===== src/sv/lksm_pkg.sv =====
// Shared constants, sequence table, types and helpers for the leader-key sequence matcher.
package lksm_pkg;

  localparam int MaxSeqLen = 6;
  localparam int NumSeq    = 29;
  localparam int HoldSlots = 6;
  localparam int NumGreek  = 24;
  localparam int LenW      = $clog2(MaxSeqLen + 1);
  localparam int AtW       = $clog2(MaxSeqLen);
  localparam int ActW      = 5;
  localparam int KeyW      = 8;
  localparam int RowW      = 4;
  localparam int ColW      = 5;
  localparam int PosW      = RowW + ColW;
  localparam int CpW       = 16;
  localparam int InDataW   = 24;
  localparam int OutDataW  = 32;

  localparam logic [KeyW-1:0] KeyNone  = 8'd0;
  localparam logic [KeyW-1:0] KeyFirst = 8'd4;
  localparam logic [KeyW-1:0] KeyLast  = 8'd29;

  localparam logic [CpW-1:0] CpPhiSym   = 16'h03D5;
  localparam logic [CpW-1:0] CpPhiUpper = 16'h03A6;
  localparam logic [CpW-1:0] CpCaseStep = 16'h0020;

  typedef enum logic [1:0] {
    OP_START   = 2'd0,
    OP_PRESS   = 2'd1,
    OP_RELEASE = 2'd2
  } opcode_e;

  typedef struct packed {
    logic [NumSeq-1:0] next_mask;
    logic              done;
    logic [ActW-1:0]   act;
  } match_t;

  function automatic logic [KeyW-1:0] lk(input logic [7:0] c);
    return c - 8'd61;
  endfunction

  localparam logic [KeyW-1:0] SEQ_KEYS [NumSeq][MaxSeqLen] = '{
    '{lk("E"), lk("A"), KeyNone, KeyNone, KeyNone, KeyNone},
    '{lk("E"), lk("B"), KeyNone, KeyNone, KeyNone, KeyNone},
    '{lk("E"), lk("G"), KeyNone, KeyNone, KeyNone, KeyNone},
    '{lk("E"), lk("D"), KeyNone, KeyNone, KeyNone, KeyNone},
    '{lk("E"), lk("E"), KeyNone, KeyNone, KeyNone, KeyNone},
    '{lk("E"), lk("Z"), KeyNone, KeyNone, KeyNone, KeyNone},
    '{lk("E"), lk("H"), KeyNone, KeyNone, KeyNone, KeyNone},
    '{lk("E"), lk("V"), KeyNone, KeyNone, KeyNone, KeyNone},
    '{lk("E"), lk("I"), KeyNone, KeyNone, KeyNone, KeyNone},
    '{lk("E"), lk("K"), KeyNone, KeyNone, KeyNone, KeyNone},
    '{lk("E"), lk("L"), KeyNone, KeyNone, KeyNone, KeyNone},
    '{lk("E"), lk("M"), KeyNone, KeyNone, KeyNone, KeyNone},
    '{lk("E"), lk("N"), KeyNone, KeyNone, KeyNone, KeyNone},
    '{lk("E"), lk("X"), KeyNone, KeyNone, KeyNone, KeyNone},
    '{lk("E"), lk("O"), KeyNone, KeyNone, KeyNone, KeyNone},
    '{lk("E"), lk("P"), KeyNone, KeyNone, KeyNone, KeyNone},
    '{lk("E"), lk("R"), KeyNone, KeyNone, KeyNone, KeyNone},
    '{lk("E"), lk("S"), KeyNone, KeyNone, KeyNone, KeyNone},
    '{lk("E"), lk("T"), KeyNone, KeyNone, KeyNone, KeyNone},
    '{lk("E"), lk("U"), KeyNone, KeyNone, KeyNone, KeyNone},
    '{lk("E"), lk("F"), KeyNone, KeyNone, KeyNone, KeyNone},
    '{lk("E"), lk("C"), KeyNone, KeyNone, KeyNone, KeyNone},
    '{lk("E"), lk("Y"), KeyNone, KeyNone, KeyNone, KeyNone},
    '{lk("E"), lk("W"), KeyNone, KeyNone, KeyNone, KeyNone},
    '{lk("L"), lk("F"), KeyNone, KeyNone, KeyNone, KeyNone},
    '{lk("D"), lk("S"), lk("E"), lk("N"), lk("D"), KeyNone},
    '{lk("Q"), lk("W"), lk("E"), lk("R"), lk("T"), lk("Y")},
    '{lk("R"), lk("E"), lk("S"), lk("E"), lk("T"), KeyNone},
    '{lk("B"), lk("O"), lk("O"), lk("T"), KeyNone, KeyNone}
  };

  localparam logic [LenW-1:0] SEQ_LEN [NumSeq] = '{
    3'd2, 3'd2, 3'd2, 3'd2, 3'd2, 3'd2, 3'd2, 3'd2, 3'd2, 3'd2,
    3'd2, 3'd2, 3'd2, 3'd2, 3'd2, 3'd2, 3'd2, 3'd2, 3'd2, 3'd2,
    3'd2, 3'd2, 3'd2, 3'd2, 3'd2, 3'd5, 3'd6, 3'd5, 3'd4
  };

  localparam logic [CpW-1:0] GREEK_LOWER [NumGreek] = '{
    16'h03B1, 16'h03B2, 16'h03B3, 16'h03B4, 16'h03B5, 16'h03B6, 16'h03B7, 16'h03B8,
    16'h03B9, 16'h03BA, 16'h03BB, 16'h03BC, 16'h03BD, 16'h03BE, 16'h03BF, 16'h03C0,
    16'h03C1, 16'h03C3, 16'h03C4, 16'h03C5, 16'h03D5, 16'h03C7, 16'h03C8, 16'h03C9
  };

  function automatic logic [CpW-1:0] greek_cp(input logic [ActW-1:0] act,
                                              input logic upper);
    logic [CpW-1:0] cp;
    cp = '0;
    if (act < ActW'(NumGreek)) begin
      cp = GREEK_LOWER[act];
      if (upper) begin
        cp = (cp == CpPhiSym) ? CpPhiUpper : cp - CpCaseStep;
      end
    end
    return cp;
  endfunction

endpackage


===== src/sv/lksm_match.sv =====
// Parallel compare of one key against every candidate sequence of the table.
module lksm_match (
  input  logic [lksm_pkg::KeyW-1:0]   key_code_i,
  input  logic [lksm_pkg::AtW-1:0]    at_i,
  input  logic [lksm_pkg::LenW-1:0]   next_len_i,
  input  logic [lksm_pkg::NumSeq-1:0] cand_i,
  output lksm_pkg::match_t            match_o
);
  import lksm_pkg::*;

  logic [NumSeq-1:0] hit;

  always_comb begin
    for (int i = 0; i < NumSeq; i++) begin
      hit[i] = cand_i[i] && (SEQ_KEYS[i][at_i] == key_code_i);
    end
  end

  // The lowest completing entry wins, so scan from the top down.
  always_comb begin
    match_o.next_mask = hit;
    match_o.done      = 1'b0;
    match_o.act       = '0;
    for (int i = NumSeq - 1; i >= 0; i--) begin
      if (hit[i] && (SEQ_LEN[i] == next_len_i)) begin
        match_o.done = 1'b1;
        match_o.act  = ActW'(i);
      end
    end
  end

endmodule


===== src/sv/leader_key_sequence_matcher_unit.sv =====
// Top level of the leader-key sequence matcher with stream input and output.
// The unit takes one beat per clock cycle unless held by a stalled result, and returns exactly
// one result beat for each input beat: a beat is captured in an input register, the table
// compare and state update run once the output register is free or being drained, and the
// result sits in an output register until it is taken. The input side keeps accepting while
// a result waits, as long as the input register is empty or the result is drained in that cycle.
module leader_key_sequence_matcher_unit (
  input  logic                          clk_i,
  input  logic                          rst_ni,
  input  logic                          s_axis_tvalid_i,
  output logic                          s_axis_tready_o,
  // tdata: shift_flag, shift_passthrough, key_code[7:0], key_row[3:0], key_col[4:0]
  input  logic [lksm_pkg::InDataW-1:0]  s_axis_tdata_i,
  // tuser: opcode[1:0]
  input  logic [1:0]                    s_axis_tuser_i,
  output logic                          m_axis_tvalid_o,
  input  logic                          m_axis_tready_i,
  // tdata: consumed, action_fired, action[4:0], uppercase, greek_char[15:0], leader_armed
  output logic [lksm_pkg::OutDataW-1:0] m_axis_tdata_o
);
  import lksm_pkg::*;

  logic              in_vld_q;
  logic [1:0]        in_op_q;
  logic              in_sflag_q, in_spass_q;
  logic [KeyW-1:0]   in_key_q;
  logic [PosW-1:0]   in_pos_q;

  logic              out_vld_q;
  logic [OutDataW-1:0] out_data_q, out_data_d;

  logic              armed_q, armed_d;
  logic              shifted_q, shifted_d;
  logic [LenW-1:0]   len_q, len_d;
  logic [NumSeq-1:0] cand_q, cand_d;
  logic [PosW-1:0]   held_pos_q [HoldSlots];
  logic [HoldSlots-1:0] held_vld_q, held_vld_d;

  logic              step;
  logic              take_en;
  logic [$clog2(HoldSlots)-1:0] take_slot;
  logic              free_found;
  logic              rel_found;
  logic [$clog2(HoldSlots)-1:0] rel_slot;
  logic              consumed, fired, upper;
  logic [ActW-1:0]   act;
  logic [CpW-1:0]    cp;
  match_t            match;

  assign step            = in_vld_q && (!out_vld_q || m_axis_tready_i);
  assign s_axis_tready_o = !in_vld_q || step;
  assign m_axis_tvalid_o = out_vld_q;
  assign m_axis_tdata_o  = out_data_q;

  lksm_match u_match (
    .key_code_i (in_key_q),
    .at_i       (len_q[AtW-1:0]),
    .next_len_i (len_q + LenW'(1)),
    .cand_i     (cand_q),
    .match_o    (match)
  );

  always_comb begin
    free_found = 1'b0;
    take_slot  = '0;
    rel_found  = 1'b0;
    rel_slot   = '0;
    for (int s = HoldSlots - 1; s >= 0; s--) begin
      if (!held_vld_q[s]) begin
        free_found = 1'b1;
        take_slot  = ($clog2(HoldSlots))'(s);
      end
      if (held_vld_q[s] && (held_pos_q[s] == in_pos_q)) begin
        rel_found = 1'b1;
        rel_slot  = ($clog2(HoldSlots))'(s);
      end
    end
  end

  always_comb begin
    armed_d    = armed_q;
    shifted_d  = shifted_q;
    len_d      = len_q;
    cand_d     = cand_q;
    held_vld_d = held_vld_q;
    take_en    = 1'b0;
    consumed   = 1'b0;
    fired      = 1'b0;
    upper      = 1'b0;
    act        = '0;
    cp         = '0;
    unique case (in_op_q)
      OP_START: begin
        if (held_vld_q == '0) begin
          armed_d   = 1'b1;
          shifted_d = in_sflag_q;
          len_d     = '0;
          cand_d    = '1;
        end
      end
      OP_RELEASE: begin
        if (rel_found) begin
          consumed             = 1'b1;
          held_vld_d[rel_slot] = 1'b0;
        end
      end
      OP_PRESS: begin
        if (armed_q && !in_spass_q) begin
          if ((in_key_q < KeyFirst) || (in_key_q > KeyLast) ||
              (len_q >= LenW'(MaxSeqLen)) || (match.next_mask == '0)) begin
            armed_d   = 1'b0;
            shifted_d = 1'b0;
            len_d     = '0;
            cand_d    = '0;
          end else begin
            consumed = 1'b1;
            take_en  = free_found;
            if (free_found) begin
              held_vld_d[take_slot] = 1'b1;
            end
            len_d  = len_q + LenW'(1);
            cand_d = match.next_mask;
            if (match.done) begin
              fired     = 1'b1;
              upper     = shifted_q || in_sflag_q;
              act       = match.act;
              cp        = greek_cp(match.act, shifted_q || in_sflag_q);
              armed_d   = 1'b0;
              shifted_d = 1'b0;
              len_d     = '0;
              cand_d    = '0;
            end
          end
        end
      end
      default: begin
      end
    endcase
    out_data_d = {7'b0, armed_d, cp, upper, act, fired, consumed};
  end

  always_ff @(posedge clk_i or negedge rst_ni) begin
    if (!rst_ni) begin
      in_vld_q   <= 1'b0;
      out_vld_q  <= 1'b0;
      armed_q    <= 1'b0;
      shifted_q  <= 1'b0;
      len_q      <= '0;
      cand_q     <= '0;
      held_vld_q <= '0;
    end else begin
      if (s_axis_tvalid_i && s_axis_tready_o) begin
        in_vld_q <= 1'b1;
      end else if (step) begin
        in_vld_q <= 1'b0;
      end
      if (step) begin
        out_vld_q  <= 1'b1;
        armed_q    <= armed_d;
        shifted_q  <= shifted_d;
        len_q      <= len_d;
        cand_q     <= cand_d;
        held_vld_q <= held_vld_d;
      end else if (m_axis_tready_i) begin
        out_vld_q <= 1'b0;
      end
    end
  end

  always_ff @(posedge clk_i) begin
    if (s_axis_tvalid_i && s_axis_tready_o) begin
      in_op_q    <= s_axis_tuser_i;
      in_sflag_q <= s_axis_tdata_i[0];
      in_spass_q <= s_axis_tdata_i[1];
      in_key_q   <= s_axis_tdata_i[9:2];
      in_pos_q   <= {s_axis_tdata_i[13:10], s_axis_tdata_i[18:14]};
    end
    if (step) begin
      out_data_q <= out_data_d;
      if (take_en) begin
        held_pos_q[take_slot] <= in_pos_q;
      end
    end
  end

endmodule


===== config.mk =====
export PLATFORM = sky130hd
export DESIGN_NAME = leader_key_sequence_matcher_unit
export DESIGN_NICKNAME = d
export VERILOG_FILES = /design/src/sv/lksm_pkg.sv /design/src/sv/lksm_match.sv /design/src/sv/leader_key_sequence_matcher_unit.sv
export SDC_FILE = /design/constraint.sdc
export NUM_CORES = 1
export LEC_CHECK = 0
export ABC_AREA = 0
export BUFFER_PORTS_ARGS = -buffer_cell sky130_fd_sc_hd__buf_2
export CORE_AREA = 8 8 168 138
export DETAILED_ROUTE_END_ITERATION = 12
export DIE_AREA = 0 0 176 146
export PLACE_DENSITY_LB_ADDON = 0.08
export SLEW_MARGIN = 20
export SYNTH_ARGS = -nofsm -noshare
export SYNTH_HDL_FRONTEND = slang
export SYNTH_SLANG_ARGS = --single-unit

===== constraint.sdc =====
create_clock -name clk_i -period 11.9 [get_ports clk_i]
set_input_delay 0.595 -clock clk_i [delete_from_list [all_inputs] [get_ports clk_i]]
set_output_delay 0.595 -clock clk_i [all_outputs]
set_load 0.01 [all_outputs]

Word level (Yosys, flattened, before mapping). Memory sizes are Yosys's and may differ from the RTL's. Index checks and enable logic that the tools add are counted.

Flip-flop bits (word level): 88. Bits in writable memories: 54. Bits in read-only memories: 2368. Bits of input ports: 30. Output and inout port bits: 34. Word-level logic and storage cells: 366. Memories: 31.

Memory list: (no name shown) (depth 32, width 16, read ports 1, clocked after Yosys merged registers in 0, write ports 0, line lksm_pkg.sv:92) `cp = GREEK_LOWER[act];`; (no name shown) (depth 8, width 8, read ports 1, clocked after Yosys merged registers in 0, write ports 0, line lksm_match.sv:15) `hit[i] = cand_i[i] && (SEQ_KEYS[i][at_i] == key_code_i);`; (no name shown) (depth 8, width 8, read ports 1, clocked after Yosys merged registers in 0, write ports 0, line lksm_match.sv:15); (no name shown) (depth 8, width 8, read ports 1, clocked after Yosys merged registers in 0, write ports 0, line lksm_match.sv:15); (no name shown) (depth 8, width 8, read ports 1, clocked after Yosys merged registers in 0, write ports 0, line lksm_match.sv:15); (no name shown) (depth 8, width 8, read ports 1, clocked after Yosys merged registers in 0, write ports 0, line lksm_match.sv:15); 25 more memories.

$add $sub $neg: 2. Order comparisons: 10. Eq/ne operators: 48. Mux-type cells: 159. Bitwise gates (word level): 9. Reduce and logical (&&, ||, !) cells: 91.

Operator list (count): $mux 8 (58); $eq 8x8->1 (29); $mux 6 (33); $mux 29 (4); $logic_and 1x1->1 (69); $mux 16 (4); $pmux 29 s2 (1); $eq 9x9->1 (6); $mux 3 (16); $mux 1 (36); $logic_not 29->1 (1); $eq 16x10->1 const B (1); $sub 16x6->16 const B (1); $pmux 6 s2 (1); $ne 2x2->1 const B (5); $eq 3x3->1 const A (3); $gt 8x5->1 const B (1); $lt 3x4->1 const B (2); $lt 8x3->1 const B (1); $reduce_bool 2->1 (4); $and 6x6->6 (1); $demux 1 s3 (2); $ge 3x1->1 const B (2); $ge 6x6->1 const B (1); 25 further kinds (37).

Depth between registers and ports, before layout. Gate-level depths: netlist of the first run.

Word-level depth: 43. Mapped depth: 21. Gate-level depth less buffers: 18.

Modules after synthesis. From an unflattened synthesis of the first run, not the netlist that was laid out.

Cell total of the unflattened synthesis: 774. Area, all modules: 7891.3 um^2.

Modules (own cells, without submodules): leader_key_sequence_matcher_unit (instances 1, cells an instance 497, area an instance 6157.2 um^2); lksm_match (instances 1, cells an instance 277, area an instance 1734.2 um^2).

Worst setup path before layout of the first run. No wires, ideal clock.

Path type: register -> register. Start point: register len_q[0]. End point: register out_data_q[14], in the netlist m_axis_tdata_o[14] (data pin). Library setup time: 0.167 ns. Data arrival time: 4.171 ns. Required time: 11.733 ns. Path slack: 7.562 ns. Stages on the path, launching flop included: 20. Path through: dfrtp_1 > clkbuf_1 > inv_1 > ha_1 > or4b_2 > o31ai_1 > o311ai_1 > o21ai_1 > nor2b_1 > a211oi_1 > o21ai_0 > a21oi_1 > nor2_1 > ha_1 > nand2_1 > a2111oi_2 > or2_2 > ha_1 > and2_1 > a211oi_1.

RTL lines: start, declared (line leader_key_sequence_matcher_unit.sv:34) `logic [LenW-1:0] len_q, len_d;`; start signal, assigned (line leader_key_sequence_matcher_unit.sv:161) `len_q <= len_d;`; end signal, assigned (line leader_key_sequence_matcher_unit.sv:179) `out_data_q <= out_data_d;`; end, declared (line leader_key_sequence_matcher_unit.sv:30) `logic [OutDataW-1:0] out_data_q, out_data_d;`.

==> results of run 1 <==
-- registers in the layout (all words and copies together) (netlist names) --
| signal | cells |
|---|---|
| cand_q | 29 |
| held_pos_q | 54 |
| held_vld_q | 6 |
| in_op_q | 2 |
| armed_q | 1 |
| shifted_q | 1 |
| in_pos_q | 9 |
| m_axis_tvalid_o | 1 |
| in_sflag_q | 1 |
| m_axis_tdata_o | 18 |
| len_q | 3 |
| in_vld_q | 1 |
| in_key_q | 8 |
| in_spass_q | 1 |
-- worst min path at each step --
stage	end	slack (ns)	startpoint
after floorplan	armed_q$_DFFE_PN0P_	0.30	rst_ni
after global placement	m_axis_tvalid_o$_DFFE_PN0P_	0.46	in_vld_q$_DFFE_PN0P_
after detailed placement	m_axis_tvalid_o$_DFFE_PN0P_	0.48	in_vld_q$_DFFE_PN0P_
after CTS	in_pos_q[2]$_DFFE_PP_	0.33	s_axis_tdata_i[16]
after global routing	cand_q[8]$_DFFE_PN0P_	0.22	rst_ni
final	cand_q[8]$_DFFE_PN0P_	0.18	rst_ni
-- power groups by stage --
stage,Combinational (mW),Sequential (mW),Clock [mW]
CTS,0.139,0.603,0.539
floorplan,0.109,0.586,0
finish,0.139,0.605,0.528
global placement,0.135,0.611,0
detailed placement,0.138,0.612,0
global route,0.155,0.612,0.562
-- metal layers --
layer,wire length [um],part of all wire [%]
met1,12260,52
met2,9537,41
met3,1473,6.3
met4,180,0.77
met5,0,0
-- stage by stage --
step                cell area, um^2  total power, mW  utilization (%)  hold slack (ns)  cells
floorplan                      8070           0.6954                -           0.2994    798
global placement               8422           0.7461            41.27           0.4633   1064
detailed placement             8422           0.7506            41.27           0.4798   1064
CTS                            9000            1.281            44.10           0.3258   1096
global route                   9012            1.329            44.17           0.2207   1096
finish                         9012            1.272            44.17           0.1807   1096
-- placed cells by master, fill, tap and decap left out, types with 21 or more instances in the layout --
| cell type | netlist | final |
|---|---|---|
| edfxtp_1 | 93 | 93 |
| nand2_1 | 63 | 63 |
| a21oi_1 | 53 | 53 |
| buf_2 | 12 | 44 |
| nor2_1 | 43 | 43 |
| xnor2_1 | 43 | 43 |
| dfrtp_1 | 42 | 42 |
| o21ai_0 | 36 | 36 |
| nand4_1 | 26 | 26 |
| nand3_1 | 21 | 21 |
| o31ai_1 | 21 | 21 |
| xor2_1 | 21 | 21 |
-- final cells by class --
class                      count  area, um^2  share of cell area [%]
multi-input combinational    586        3869                   42.93
tap                          269       336.6                   3.735
sequential                   135        3844                   42.65
clock buffer                  19       432.9                   4.804
inverter                      16       60.06                  0.6664
clock inverter                13       145.1                   1.610
timing repair buffer          58       325.3                   3.610
-- synthesized netlist by cell type (4+ instances only) --
library cell / count / area [um^2]
edfxtp_1: 93 / 2793
inv_1: 16 / 60.06
a22o_1: 4 / 35.03
mux2i_1: 10 / 100.1
a211oi_1: 8 / 60.06
o32ai_1: 4 / 35.03
dfrtp_1: 42 / 1051
nor2_1: 43 / 161.4
a21o_1: 8 / 60.06
o31ai_1: 21 / 157.7
xor2_1: 21 / 183.9
buf_2: 12 / 60.06
nand3b_1: 10 / 75.07
nand4_1: 26 / 162.7
ha_1: 16 / 200.2
buf_1: 5 / 18.77
o2111ai_1: 4 / 35.03
nor4_1: 10 / 62.56
o221ai_1: 4 / 35.03
o21a_1: 4 / 30.03
or2_2: 13 / 81.33
nor3_1: 19 / 95.09
a21oi_1: 53 / 265.3
nor2b_1: 11 / 68.82
and2_1: 8 / 50.05
xnor2_1: 43 / 376.6
a31oi_1: 8 / 50.05
nor3b_1: 7 / 52.55
nand2_1: 63 / 236.5
or3_1: 5 / 31.28
o21ai_0: 36 / 180.2
clkbuf_1: 26 / 97.59
nand2b_1: 17 / 106.4
nand3_1: 21 / 105.1
buf_4: 16 / 120.1
o211ai_1: 4 / 30.03
or4_1: 4 / 30.03
-- worst max-delay path: cells and delay by family (launching register included) --
| family | cells | cell delay [ns] |
|---|---|---|
| AO/OA/AOI/OAI | 7 | 1.89 |
| AND/OR/NAND/NOR | 5 | 1.58 |
| adder cells (fa/ha/maj) | 3 | 1.03 |
| flip-flops | 1 | 0.53 |
| XOR/XNOR | 1 | 0.29 |
| buffers and inverters | 1 | 0.19 |
-- logic make-up after synthesis --
family	after synthesis	synth area share [%]
other	1	0.04673
adder cells (fa/ha/maj)	16	2.495
buffers and inverters	77	4.724
AND/OR/NAND/NOR	277	18.76
XOR/XNOR	65	7.187
multiplexers	13	1.715
AO/OA/AOI/OAI	202	17.18
flip-flops	135	47.90
==> results.txt, run 1 <==
----------------------------------------------------
[Run status]
  Outcome ... complete, no violations

[Power]
  Cell internal pwr ... 0.9192 mW
  Sequential share of power ... 47.5%
  Static leakage power ... 3.169 nW
  Switching power of the nets ... 0.3529 mW
  Peak supply drop ... 0.00006925 V
  PD cells ... 141.2 nW/um^2
  Switching share of power ... 27.74%
  Share of total power in combinational logic ... 10.9%
  Power share of the clock group ... about two fifths

[Global routing]
  Initial antenna violation count ... 0
  Met1 Track Usage GR ... between 20% and 30%
  Met2 capacity usage during global routing ... 25.37%
  Pin count of the biggest net entering global routing ... 43
  Most used routing layer in global routing ... met1
  Combined global-route utilization of all metal layers ... 18.54%
  Total gr overflow ... 0
  Wire length of the first global-routing pass ... about 37000 um
  Routing usage on met3 ... 4.383%
  Vias in the first global route ... 6119

[Critical path]
  Arrival time worst endpoint ... between 5 and 6 ns
  Kind of end point of the critical path ... register
  CP max-delay cell ... nor2b_1
  Source of the worst register-to-register timing path ... len_q[1]$_DFFE_PN0P_
  R2R Setup Slk ... 6.22 ns
  Crit path to ... m_axis_tdata_o[14]$_SDFFCE_PP0P_
  R2r endpoint ... m_axis_tdata_o[14]$_SDFFCE_PP0P_
  R2r worst-path depth ... 17
  CP startpoint ... len_q[1]$_DFFE_PN0P_
  Critical path's largest stage delay ... 0.77 ns
  Most used cell along the critical path ... ha_1
  Maximum fanout encountered on the critical timing path ... 15
  Startpoint type of the worst setup path ... register
  Class of the most critical setup path ... reg2reg
  Critical path required time ... 12.16 ns
  Chain of cells forming the critical path ... inv_1 -> ha_1 -> nor2b_1 -> xnor2_2 -> o211ai_1 -> or2_2 -> o21ai_0 -> o21ai_0 -> o221ai_1 -> o311a_1 -> ha_1 -> nand2_1 -> a2111oi_2 -> or2_2 -> ha_1 -> and2_1 -> a211oi_1

[Placed design]
  RD Place Congestion ... slightly above 0.9
  Place WS ... 6.270 ns
  Count of buffers inserted at the top-level ports ... 45
  Post-detailed-placement half-perimeter wirelength ... 16540 um

[Die]
  I/O Pins ... 64
  Placeable core area ... 20410 um^2
  Initial Utilization ... about two fifths
  DIE AREA ... ~26000 um^2
  Die Wd ... 176 um
  Die H ... 146 um
  Cell row count ... 47

[Clocking]
  Clock Root Buffer ... clkbuf_16
  Number of clock sinks seen by CTS ... approximately 140
  CTS H-tree lvls ... 4
  CTS tree ... yes
  Clock Path Buffers ... 2
  Buffer count from post-CTS setup fixing ... 0
  CTS resizes ... 0
  Cts hold-fix bufs ... 0
  Clock transition time at the flip-flop clock pins of the worst setup and hold paths ... roughly 0.060 ns
  Insertion delay of the later-clocked pin in the worst-skew pair ... around 0.42 ns
  Number of buffers added by the clock tree synthesis step ... 17

[Synthesis]
  Distinct cell type count after synthesis ... 87
  Sequential area share after synthesis ... a little under half
  Number of enable-type register cells in the synthesized netlist ... 93
  Count of synthesis-stage warnings from yosys ... 0
  Post-synthesis instance area ... approximately 8000 um^2
  Post-Synthesis Mean Instance Area ... 10.21 um^2
  Prevailing post-synth register cell ... edfxtp_1
  Synthesized netlist cell count ... 786
  Share of flip-flops with an asynchronous set or reset after synthesis ... between 30% and 40%
  Post-synthesis sequential element count ... 135

[Drt]
  First DRT Iteration DRCs ... 787
  Number of iterations in the first detailed-routing pass ... 5
  WL per Instance ... 21.40 um
  Detailed Route WL ... 23450 um
  DRC violations left ... 0
  Antenna Nets Post-Route ... 0
  Routed via count ... between 6000 and 7000
  Via-to-Cell Ratio ... 5.821

[Timing]
  Maximum operating frequency ... between 0.15 and 0.2 GHz
  Worst relative slew slack ... 32.38%
  Period utilisation layout ... 47.73%
  Final Max Slew Viols ... 0
  Setup violators final ... 0
  RSZ-0062 raised after global routing ... no
  Time the worst path needs with I/O delays and setup ... 5.679 ns
  Final worst setup slack ... 6.221 ns
  Pin slew with the least headroom to its limit ... 1.014 ns
  Final hold viol count ... 0
  Aggregate negative setup slack ... 0 ns
  Clock Skew ... 0.01083 ns

[Hold path]
  Hold Crit Class ... in2async

[Cells and area]
  Synth-to-layout area growth ... 12.30%
  Final antenna diode count ... 0
  Count of filler cells inserted in the layout ... 1964
  Share of layout cells above drive strength 1 ... approximately 15%
  Layout net count ... 860

[Run]
  Max-cap violations ... 0

----------------------------------------------------
(Power assumes the default switching activity.)
==> run 2, diff against run 1 <==
==> constraint.sdc (replaced) <==
create_clock -name clk_i -period 5.9 [get_ports clk_i]
set_input_delay 0.295 -clock clk_i [delete_from_list [all_inputs] [get_ports clk_i]]
set_output_delay 0.295 -clock clk_i [all_outputs]
set_load 0.01 [all_outputs]
==> run 2 against run 1 <==
Against the previous run:
- fmax grew 9.3%
- sequential share of layout area shrank 0.33 points
- via count is the same
- power grew 98%
- first-iteration DRC count shrank 28%
- largest power group unchanged
- die area is the same
- count of clock-buffer cells in the layout grew 2
- design area grew 0.79%
==> results.txt, run 2 (synthesis gave the netlist of run 1 again) <==
----------------------------------------------------
[Run status]
  Outcome ... complete, no violations

[Clocking]
  CTS resizes ... 0 (unchanged)
  CTS tree ... yes
  Number of clock sinks seen by CTS ... 135 (unchanged)
  Number of buffers added by the clock tree synthesis step ... 17 (unchanged)
  Clock transition time at the flip-flop clock pins of the worst setup and hold paths ... 0.06 ns (about the same)
  CTS H-tree lvls ... 4 (unchanged)
  Clock Root Buffer ... clkbuf_16
  Clock Path Buffers ... 2 (unchanged)
  Insertion delay of the later-clocked pin in the worst-skew pair ... 0.42 ns (about the same)

[Placed design]
  RD Place Congestion ... 0.9325 (+0.72%)
  Standard cell area after detailed placement ... 8507 um^2 (+1.0%)
  Post-detailed-placement half-perimeter wirelength ... 16980 um (+2.6%)
  Count of buffers inserted at the top-level ports ... 45 (unchanged)

[Drt]
  Number of iterations in the first detailed-routing pass ... 5 (unchanged)
  Routed via count ... 6380 (unchanged)
  WL per Instance ... 21.28 um (-0.54%)
  DRC violations left ... 0 (unchanged)
  Detailed Route WL ... 23600 um (+0.64%)
  Antenna Nets Post-Route ... 0 (unchanged)
  First DRT Iteration DRCs ... 567 (-28%)
  Via-to-Cell Ratio ... 5.753 (-1.2%)

[Timing]
  Final Max Slew Viols ... 0 (unchanged)
  Worst relative slew slack ... 33.49% (+1.1 points)
  Maximum operating frequency ... 0.1924 GHz (+9.3%)
  Period utilisation layout ... 88.09% (+40 points)
  Setup violators final ... 0 (unchanged)
  Time the worst path needs with I/O delays and setup ... 5.197 ns (-0.4819 ns)
  Final hold viol count ... 0 (unchanged)
  Aggregate negative setup slack ... 0 ns (unchanged)
  Clock Skew ... 0.01535 ns (+0.004521 ns)
  RSZ-0062 raised after global routing ... no
  Pin slew with the least headroom to its limit ... 0.9976 ns (-0.01660 ns)

[Hold path]
  Hold Crit Class ... in2reg

[Critical path]
  Maximum fanout encountered on the critical timing path ... 15 (unchanged)
  Gate family responsible for the most delay along the worst path ... compound AO/OA/AOI/OAI gates
  Most used cell along the critical path ... ha_1
  CP max-delay cell ... dfrtp_1
  Critical path's largest stage delay ... 0.65 ns (-0.12 ns)
  Critical path required time ... 6.15 ns (-6.01 ns)
  Class of the most critical setup path ... reg2reg
  Arrival time worst endpoint ... 5.45 ns (-0.49 ns)
  Chain of cells forming the critical path ... inv_1 -> ha_1 -> nor2b_1 -> a2111oi_0 -> o221ai_1 -> a21bo_2 -> nor2b_1 -> a211oi_1 -> o21ai_0 -> a21oi_1 -> nor2_1 -> ha_1 -> nand2_1 -> a2111oi_2 -> or2_2 -> ha_1 -> and2_1 -> a211oi_1
  Kind of end point of the critical path ... register
  Startpoint type of the worst setup path ... register
  Buffering stage count on the worst path with inverters included ... 1 (unchanged)

[Cells and area]
  Cell area after layout ... 9084 um^2 (+0.79%)
  Layout net count ... 873 (+1.5%)
  Largest register by flop count ... held_pos_q
  Most used cells in the layout excluding fill and tap cells ... edfxtp_1, nand2_1, a21oi_1
  Leading cell type in the layout, fill and taps excluded ... edfxtp_1
  Final antenna diode count ... 0 (unchanged)
  Synth-to-layout area growth ... 13.19%
  Share of layout cells above drive strength 1 ... 16.07% (+1.1 points)
  Number of flip-flops in the largest register ... 54 (unchanged)

[Die]
  Cell row count ... 47 (unchanged)
  DIE AREA ... 25700 um^2 (unchanged)
  Initial Utilization ... 39.33% (unchanged)
  Die H ... 146 um (unchanged)
  Placeable core area ... 20410 um^2 (unchanged)
  Die Wd ... 176 um (unchanged)
  I/O Pins ... 64 (unchanged)

[Global routing]
  Combined global-route utilization of all metal layers ... 18.32% (-0.22 points)
  Initial antenna violation count ... 0 (unchanged)
  Wire length of the first global-routing pass ... 36310 um (-1.7%)
  Vias in the first global route ... 6106 (-0.21%)
  Total gr overflow ... 0 (unchanged)
  Pin count of the biggest net entering global routing ... 43 (unchanged)

[Power]
  PD cells ... 277.1 nW/um^2 (+96%)
  Total Power Consumption ... 2.517 mW (+98%)
  Peak supply drop ... 0.0001614 V (+130%)
  Static leakage power ... 3.217 nW (+1.5%)

[Run]
  Max-cap violations ... 0 (unchanged)

----------------------------------------------------
run 2: cell types whose count changed in the layout (fill, tap and decap cells not counted):
cell | previous run | this run
inv_8 | 1 | 0
clkbuf_8 | 0 | 1
dlygate4sd3_1 | 0 | 1
clkinv_1 | 1 | 0
bufinv_16 | 2 | 1
nor3_2 | 1 | 0
clkbuf_1 | 2 | 3
nor3_1 | 18 | 19
clkinvlp_4 | 1 | 2
clkinv_2 | 2 | 3
buf_4 | 14 | 26
inv_6 | 3 | 2
run 2: routing by layer:
| metal | track usage (%) | vias up | part of all wire (%) |
|---|---|---|---|
| met1 | 28.00 | 3152 | 52 |
| li1 | - | 2998 | - |
| met3 | 3.916 | 18 | 6.4 |
| met5 | 0 | - | 0 |
| met4 | 4.697 | 0 | 1.2 |
| met2 | 25.35 | 212 | 40 |
run 2: worst reg2reg max path, stage by stage (launching register included):
cell       delay (ns)
dfrtp_1          0.65
inv_1            0.19
ha_1             0.46
nor2b_1          0.18
a2111oi_0        0.53
o221ai_1         0.30
a21bo_2          0.31
nor2b_1          0.20
a211oi_1         0.07
o21ai_0          0.16
a21oi_1          0.13
nor2_1           0.31
ha_1             0.26
nand2_1          0.09
a2111oi_2        0.45
or2_2            0.21
ha_1             0.22
and2_1           0.13
a211oi_1         0.19
run 2: worst paths after layout:
path,cells after the start,endpoint,slack (ns),startpoint
min in group asynchronous,2,cand_q[9]$_DFFE_PN0P_,0.45,rst_ni
max in group asynchronous,2,held_vld_q[2]$_DFFE_PN0P_,5.03,rst_ni
max reg2reg,18,m_axis_tdata_o[14]$_SDFFCE_PP0P_,0.70,len_q[0]$_DFFE_PN0P_
min reg2reg,1,m_axis_tvalid_o$_DFFE_PN0P_,0.49,in_vld_q$_DFFE_PN0P_
min,1,in_pos_q[1]$_DFFE_PP_,0.04,s_axis_tdata_i[15]
max,18,m_axis_tdata_o[14]$_SDFFCE_PP0P_,0.70,len_q[0]$_DFFE_PN0P_
run 2: cell type report:
cell class | count | area [um^2]
fillers | 1923 | 11320
clock buffers | 21 | 450.4
well taps | 269 | 336.6
repair buffers | 71 | 425.4
multi-input cells | 586 | 3864
flip-flops and latches | 135 | 3844
clock inverters | 11 | 103.9
inverters | 16 | 60.06
run 2: timing repair:
| action | CTS | global route |
|---|---|---|
| endpoints found under the hold margin | 0 | 42 |
| hold buffers | 0 | 1 |
| setup buffers | 0 | 0 |
run 2: metrics by stage:
| step | setup WS (ns) | hold WS (ns) | cells | util [%] |
|---|---|---|---|---|
| finish | 0.7026 | 0.04401 | 1109 | 44.52 |
| global route | 0.2629 | 0.02480 | 1109 | 44.52 |
| CTS | 0.7586 | 0.02929 | 1108 | 44.40 |
| detailed placement | 0.7698 | 0.4731 | 1076 | 41.69 |
| global placement | 0.8867 | 0.4635 | 1076 | 41.69 |
| floorplan | 1.562 | -0.0005911 | 798 | - |
run 2: power by group:
part | leakage [nW] | total (mW) | switching (mW) | internal [mW]
Clock | 0.268 | 1.02 | 0.422 | 0.593
Combinational | 1.58 | 0.282 | 0.160 | 0.122
Sequential | 1.37 | 1.22 | 0.115 | 1.11
